`config.mk`:
```
export PLATFORM = sky130hd
export DESIGN_NAME = top_k_count_tracker
export DESIGN_NICKNAME = d
export VERILOG_FILES = /design/src/hw/rtl/tkct_pkg.sv /design/src/hw/rtl/tkct_cell.sv /design/src/hw/rtl/top_k_count_tracker.sv
export SDC_FILE = /design/constraint.sdc
export NUM_CORES = 2
export LEC_CHECK = 0
export ABC_AREA = 1
export BUFFER_PORTS_ARGS = -buffer_cell sky130_fd_sc_hd__buf_2
export CAP_MARGIN = 10
export CORE_MARGIN = 3
export CORE_UTILIZATION = 45
export DETAILED_ROUTE_END_ITERATION = 12
export MAX_ROUTING_LAYER = met4
export PLACE_DENSITY = 0.64
export SLEW_MARGIN = 40
export SYNTH_ARGS = -nofsm -noshare
export SYNTH_HDL_FRONTEND = slang
export SYNTH_SLANG_ARGS = --single-unit
```
`constraint.sdc`:
```
create_clock -name aclk -period 8.2 [get_ports aclk]
set_clock_uncertainty 0.15 [all_clocks]
set_input_delay 0.82 -clock aclk [delete_from_list [all_inputs] [get_ports aclk]]
set_output_delay 0.82 -clock aclk [all_outputs]
set_load 0.05 [all_outputs]
```
`src/hw/rtl/tkct_pkg.sv`:
```
// Package for the top-k count tracker: widths, beat types, cell control and states.
`default_nettype none

package tkct_pkg;

    localparam int unsigned ENTRIES = 8;
    localparam int unsigned RESULT_LIMIT = 8;
    localparam int unsigned TAG_W = 32;
    localparam int unsigned COUNT_W = 31;
    localparam int unsigned RANK_W = 3;
    localparam int unsigned LEN_W = 4;

    typedef struct packed {
        logic               func;
        logic [TAG_W-1:0]   item_value;
        logic [COUNT_W-1:0] item_count;
    } tkct_in_t;

    typedef struct packed {
        logic [TAG_W-1:0]   out_value;
        logic [COUNT_W-1:0] out_count;
        logic [RANK_W-1:0]  out_rank;
        logic               list_empty;
        logic               last;
    } tkct_out_t;

    typedef enum logic {
        FUNC_PUSH = 1'b0,
        FUNC_DUMP = 1'b1
    } tkct_func_t;

    typedef struct packed {
        logic push;
        logic clr_inactive;
        logic shift;
    } tkct_cell_ctl_t;

    typedef enum logic {
        ST_IDLE,
        ST_DUMP
    } tkct_state_t;

    localparam int unsigned LIM_A = (ENTRIES < RESULT_LIMIT) ? ENTRIES : RESULT_LIMIT;
    localparam logic [LEN_W-1:0] LEN_MAX = LEN_W'(LIM_A);

    function automatic logic [LEN_W-1:0] active_len(input logic [LEN_W-1:0] top_count);
        logic [LEN_W-1:0] k;
        k = top_count;
        if (k == '0) begin
            k = LEN_W'(1);
        end
        if (k > LEN_MAX) begin
            k = LEN_MAX;
        end
        return k;
    endfunction

endpackage

`default_nettype wire

```
`src/hw/rtl/tkct_cell.sv`:
```
// One list cell: holds a tag and a count, inserts, shifts down on push and up on read-out.
`default_nettype none

module tkct_cell
    import tkct_pkg::*;
(
    input  wire logic               aclk,
    input  wire logic               aresetn,
    input  wire tkct_cell_ctl_t     ctl,
    input  wire logic               active,
    input  wire logic [TAG_W-1:0]   new_tag,
    input  wire logic [COUNT_W-1:0] new_count,
    input  wire logic               hit_in,
    input  wire logic [TAG_W-1:0]   prev_tag,
    input  wire logic [COUNT_W-1:0] prev_count,
    input  wire logic [TAG_W-1:0]   next_tag,
    input  wire logic [COUNT_W-1:0] next_count,
    output logic                    hit_out,
    output logic [TAG_W-1:0]        tag,
    output logic [COUNT_W-1:0]      count
);

    logic [TAG_W-1:0]   tag_reg;
    logic [TAG_W-1:0]   tag_next;
    logic [COUNT_W-1:0] count_reg;
    logic [COUNT_W-1:0] count_next;
    logic               gt;

    assign gt      = new_count > count_reg;
    assign hit_out = hit_in | (gt & active);
    assign tag     = tag_reg;
    assign count   = count_reg;

    always_comb begin
        tag_next   = tag_reg;
        count_next = count_reg;
        if (ctl.push && active) begin
            if (hit_in) begin
                tag_next   = prev_tag;
                count_next = prev_count;
            end else if (gt) begin
                tag_next   = new_tag;
                count_next = new_count;
            end
        end else if (ctl.clr_inactive && !active) begin
            count_next = '0;
        end else if (ctl.shift) begin
            tag_next   = next_tag;
            count_next = next_count;
        end
    end

    always_ff @(posedge aclk) begin
        tag_reg <= tag_next;
        if (!aresetn) begin
            count_reg <= '0;
        end else begin
            count_reg <= count_next;
        end
    end

endmodule

`default_nettype wire

```
`src/hw/rtl/top_k_count_tracker.sv`:
```
// Top level of the top-k count tracker: cell chain, read-out sequencer and output register.
//
// Input beats arrive on s_valid/s_ready with an tkct_in_t payload. A push beat
// (func 0) is inserted into the sorted chain of cells in the cycle it is
// accepted, so pushes are taken at one beat per cycle while the block is idle.
// An end-of-group beat (func 1) starts a read-out: the chain shifts towards
// cell 0 once per cycle, and every nonzero entry is sent as one result beat
// on m_valid/m_ready, with last set on the final one, or a single beat with
// list_empty set when nothing was held. The read-out steps through at most the active
// cells, that is top_count cells with zero taken as one and values above eight taken
// as eight, and it ends early after the last nonzero entry. After the end-of-group
// beat is accepted, the state register enters the read-out and the first result is
// then loaded into the output register. The input is not ready during the read-out.
// A single output register holds the pending result; when the receiver stalls, the
// chain stops shifting until the register is free. Pushes are still accepted while a
// finished result waits in the register. After reset all counts are zero, top_count
// is 1 and no result is pending. cfg_we writes top_count from cfg_wdata at once; the
// user must write it only while the block is idle, which the block does not enforce.
`default_nettype none

module top_k_count_tracker
    import tkct_pkg::*;
(
    input  wire logic             aclk,
    input  wire logic             aresetn,
    input  wire logic             cfg_we,
    input  wire logic [LEN_W-1:0] cfg_wdata,
    input  wire logic             s_valid,
    output logic                  s_ready,
    input  wire tkct_in_t         s_data,
    output logic                  m_valid,
    input  wire logic             m_ready,
    output tkct_out_t             m_data
);

    logic [LEN_W-1:0]  top_count_reg;
    tkct_state_t       state_reg;
    tkct_state_t       state_next;
    logic [RANK_W-1:0] step_reg;
    logic [RANK_W-1:0] step_next;
    logic              m_valid_reg;
    logic              m_valid_next;
    tkct_out_t         m_data_reg;
    tkct_out_t         m_data_next;

    logic [LEN_W-1:0]   len;
    logic               in_accept;
    logic               adv;
    logic               emit;
    logic               final_step;
    logic               rest_nz;
    tkct_cell_ctl_t     ctl;

    logic [TAG_W-1:0]   tags [ENTRIES];
    logic [COUNT_W-1:0] counts [ENTRIES];
    logic [ENTRIES:0]   hits;
    logic [ENTRIES-1:0] nz;

    assign len        = active_len(top_count_reg);
    assign s_ready    = (state_reg == ST_IDLE);
    assign in_accept  = s_valid && s_ready;
    assign hits[0]    = 1'b0;
    assign adv        = !m_valid_reg || m_ready;
    assign final_step = ({1'b0, step_reg} == (len - LEN_W'(1)));
    assign rest_nz    = |nz[ENTRIES-1:1];
    assign m_valid    = m_valid_reg;
    assign m_data     = m_data_reg;

    generate
        for (genvar i = 0; i < ENTRIES; i++) begin : g_cell
            logic [TAG_W-1:0]   p_tag;
            logic [COUNT_W-1:0] p_count;
            logic [TAG_W-1:0]   n_tag;
            logic [COUNT_W-1:0] n_count;

            if (i == 0) begin : g_first
                assign p_tag   = '0;
                assign p_count = '0;
            end else begin : g_mid
                assign p_tag   = tags[i-1];
                assign p_count = counts[i-1];
            end
            if (i == ENTRIES - 1) begin : g_end
                assign n_tag   = '0;
                assign n_count = '0;
            end else begin : g_body
                assign n_tag   = tags[i+1];
                assign n_count = counts[i+1];
            end

            assign nz[i] = (counts[i] != '0);

            tkct_cell u_cell (
                .aclk       (aclk),
                .aresetn    (aresetn),
                .ctl        (ctl),
                .active     (32'(i) < 32'(len)),
                .new_tag    (s_data.item_value),
                .new_count  (s_data.item_count),
                .hit_in     (hits[i]),
                .prev_tag   (p_tag),
                .prev_count (p_count),
                .next_tag   (n_tag),
                .next_count (n_count),
                .hit_out    (hits[i+1]),
                .tag        (tags[i]),
                .count      (counts[i])
            );
        end
    endgenerate

    always_comb begin
        state_next   = state_reg;
        step_next    = step_reg;
        m_valid_next = m_valid_reg && !m_ready;
        m_data_next  = m_data_reg;
        ctl          = '0;
        emit         = 1'b0;
        unique case (state_reg)
            ST_IDLE: begin
                if (in_accept) begin
                    if (s_data.func == FUNC_PUSH) begin
                        ctl.push = 1'b1;
                    end else begin
                        ctl.clr_inactive = 1'b1;
                        step_next        = '0;
                        state_next       = ST_DUMP;
                    end
                end
            end
            ST_DUMP: begin
                if (adv) begin
                    ctl.shift = 1'b1;
                    step_next = step_reg + RANK_W'(1);
                    if (nz[0]) begin
                        emit                   = 1'b1;
                        m_data_next.out_value  = tags[0];
                        m_data_next.out_count  = counts[0];
                        m_data_next.out_rank   = step_reg;
                        m_data_next.list_empty = 1'b0;
                        m_data_next.last       = !rest_nz;
                    end else if (final_step) begin
                        emit                   = 1'b1;
                        m_data_next            = '0;
                        m_data_next.list_empty = 1'b1;
                        m_data_next.last       = 1'b1;
                    end
                    if (final_step || (nz[0] && !rest_nz)) begin
                        state_next = ST_IDLE;
                    end
                end
            end
            default: begin
                state_next = ST_IDLE;
            end
        endcase
        if (emit) begin
            m_valid_next = 1'b1;
        end
    end

    always_ff @(posedge aclk) begin
        m_data_reg <= m_data_next;
        step_reg   <= step_next;
        if (!aresetn) begin
            state_reg     <= ST_IDLE;
            m_valid_reg   <= 1'b0;
            top_count_reg <= LEN_W'(1);
        end else begin
            state_reg   <= state_next;
            m_valid_reg <= m_valid_next;
            if (cfg_we) begin
                top_count_reg <= cfg_wdata;
            end
        end
    end

`ifndef SYNTHESIS
    // A result is only produced when the output register is free or being drained.
    assert property (@(posedge aclk) disable iff (!aresetn)
        emit |-> (!m_valid_reg || m_ready))
        else $error("result produced over a pending beat");

    // Once a read-out finishes, every count in the chain is zero.
    assert property (@(posedge aclk) disable iff (!aresetn)
        (state_reg == ST_DUMP && state_next == ST_IDLE) |=> (nz == '0))
        else $error("counts not cleared after read-out");

    // The input is never taken during a read-out.
    assert property (@(posedge aclk) disable iff (!aresetn)
        (state_reg == ST_DUMP) |-> !in_accept)
        else $error("input accepted during read-out");
`endif

endmodule

`default_nettype wire

```
==> impl_results.md <==
* Final core utilization at 0.503
* CP max FO at 60
* DRT Wirelength at 130000 um
* Slew HR at 0.384
* Router iterations before antenna repair at 6
* Die X at 288 um
* R2R setup slack at 2.82 ns
* Layout cells sized above 1 at 0.0748
* Hold depth at 3
* GRT Overall Usage at 0.314
* Core ar. at approximately 0.08 sq mm
* DR vias/cell at a little under 6
* Yosys top cell area share at 0.274
* Status: finished, final reports clean
* Crit end category: flop
* Row count at 102
* Power, Total at between 9000 and 10000 uW
* Fin crit share at 0.659
* Unrepaired setup endpoints after global routing: false
* Hold path start: cfg_wdata[0]
* Vias in the first global route at 30900
* Number of antenna-violating nets in the routed design at 0
* Initial drt markers at 4724
* Largest register FFs at 256
* Max frequency at 185 MHz
* CTS H-Tree Depth at 3
* Seq/Total Area, Yosys at 0.416
* Launching point of the worst reg2reg path: g_cell[0].u_cell.count[30]
* Post-synth top cells: nand2_1, a21oi_1, inv_1
* Root Buffer: clkbuf_16
* Worst-path clk slew at 0.06 ns
* Synth warn at 0
* WP buf/inv at 6
* Final setup vio count at 0
* Mapped cell area at approximately 0.036 sq mm
* Async SR Flop Fraction at 0
* CTS max path bufs at 3
* Layout area overhead at 9.71%
* VDD IR max at 152 uV
* Routability cong. at 0.996
* Post-synth EDFFs at 327
* Min cycle time layout at 5.40 ns
* Initial antenna violation count at 3
* FF-to-FF End: g_cell[0].u_cell.count[0]
* P_leak at 0.0156 uW
* Chip Height at roughly 290 um
* Pin slew with the least headroom to its limit at 0.924 ns
* Post-CTS setup buffer count at 0
* Hold crit path type: in2reg
* Placed insts at between 5000 and 6000
* Die Area at 0.0831 sq mm
* Pre-CTS WS at between 2 and 2.5 ns
* CP dominant cell by count: nand2_1
* Layout Nets at 4982
* DRC errors left at 0
* Hold_buf cts at 0
* Cell taking the most area after synthesis: edfxtp_1
* Top cells by area, synth: edfxtp_1, dfxtp_1, nand2_1
* Most common cell in the netlist: nand2_1
* Largest net degree at the start of global routing at roughly 90
* Clock sinks at 581
* Congestion Overflow GR at 0
* Final Max Slew Viols at 0
* Arrival time worst endpoint at 5.76 ns
* Cell family with most CP delay: simple AND/OR/NAND/NOR gates
* Worst path required time at roughly 8.6 ns
* End of the worst hold path: top_count_reg[0]
* Max cap viols at 0
* Wire per inst at 22.6 um
* Number of CTS-inserted buffers at between 60 and 70
* Final worst setup slack at 2.80 ns
* TNS Setup at 0 ns
* CP max stage cell: nor3_1
* Post-synthesis average cell area at approximately 7.6 sq um
* Crit path kind: in2reg
* Crit-path cells: buf_2 -> ha_1 -> nand3_1 -> nor3_1 -> nand2_1 -> nor3_1 -> nand2_1 -> nand2_1 -> nand2_4 -> buf_4 -> inv_1 -> buf_4 -> nand2_1 -> nand2_1 -> buf_4 -> inv_1 -> o21ai_0 -> a21oi_1
* CTS tree: built
* Cells after Synth at between 4000 and 5000
* CP Launch Type: input pin
* Initial core utilization at 0.458
* Synth Flop Type: edfxtp_1
* Post-route insts no fill at between 5000 and 6000
* I/O pin total at 143
* Cell Pwr Density at ~230 mW/mm^2
* Vias at 34300
* First-pass GRT wire length at 195000 um
* R2r worst-path depth at 18
* Number of distinct library cells after synthesis at 47
* Yosys reg bits at just under 600
* Clk_lat worst skew at 0.63 ns
* CTS resizes at 0
* Hold Vio Cnt, Final at 0
* Detailed placement HPWL at 88900 um
* # port buffers at 142
* Mapped Nets at 5031
* Slowest Stage Delay on Critical Path at between 0.5 and 0.6 ns
==> kinds of logic (layout without fill, tap and decap cells) <==
group	count (synthesis)	after routing	share of synthesized area
AND/OR/NAND/NOR	1611	1611	0.190
adder cells (fa/ha/maj)	253	253	0.0883
other	0	2	0
AO/OA/AOI/OAI	1398	1398	0.210
XOR/XNOR	3	3	0.000733
buffers and inverters	859	861	0.0949
flip-flops	581	581	0.416
==> cell usage in the layout, fill, tap and decap left out, drive strengths merged, types with 50 or more instances in the layout <==
master,n
nand2,873
a21oi,567
o21ai,539
inv,536
nor2,345
edfxtp,327
dfxtp,254
ha,253
nand3,230
buf,206
a31oi,168
nand4,90
clkbuf,83
a22oi,50
==> metal layers <==
layer,vias to the layer above,wire length (um),GRT usage
met5,-,0,-
met4,0,3380,0.0861
met3,216,17600,0.0861
met2,2024,52200,0.422
met1,15900,56800,0.459
li1,16100,-,-
==> worst max path at each step <==
stage / start / endpoint / slack, ns / cells after the start
2_1_floorplan: top_count_reg[2] / m_data[0] / 3.22 / 9
3_3_place_gp: s_data[26] / g_cell[3].u_cell.count[17] / 2.23 / 16
3_5_place_dp: s_data[30] / g_cell[0].u_cell.count[12] / 2.32 / 18
4_1_cts: g_cell[0].u_cell.count[30] / g_cell[0].u_cell.count[12] / 2.94 / 18
5_1_grt: g_cell[0].u_cell.count[30] / g_cell[0].u_cell.count[10] / 2.50 / 18
6_report: s_data[26] / g_cell[0].u_cell.count[0] / 2.80 / 18
==> cell type report <==
class / instances / area [sq um]
clock buffers: 83 / 1770
flip-flops and latches: 581 / 14900
repair buffers: 206 / 1270
fillers: 7630 / 38900
diodes: 2 / 5.00
well taps: 1040 / 1300
multi-input cells: 3265 / 17700
clock inverters: 37 / 374
inverters: 535 / 2010
==> worst register-to-register path, stage by stage (launching register included) <==
cell,delay (ns)
dfxtp_1,0.38
inv_1,0.12
ha_1,0.31
nand2_1,0.09
nor3_1,0.63
nand2_1,0.16
nor3_1,0.32
nand2_1,0.10
nand2_1,0.11
nand2_4,0.38
buf_4,0.52
inv_1,0.12
buf_4,0.42
nand2_1,0.26
nand2_1,0.14
buf_4,0.42
inv_1,0.36
o21ai_0,0.25
a21oi_1,0.06
==> through the flow <==
step	hold WS (ns)	cell area (sq um)
6_report	0.258	39300
5_1_grt	0.268	39300
4_1_cts	0.242	39300
3_5_place_dp	0.305	37100
3_3_place_gp	0.303	37000
2_1_floorplan	0.274	35800
==> power by group <==
group	switching, uW	internal [uW]
logic	1710	659
clock network	1310	1710
registers	245	3430
total	3270	5790
Power figures use the tool's default switching activity.
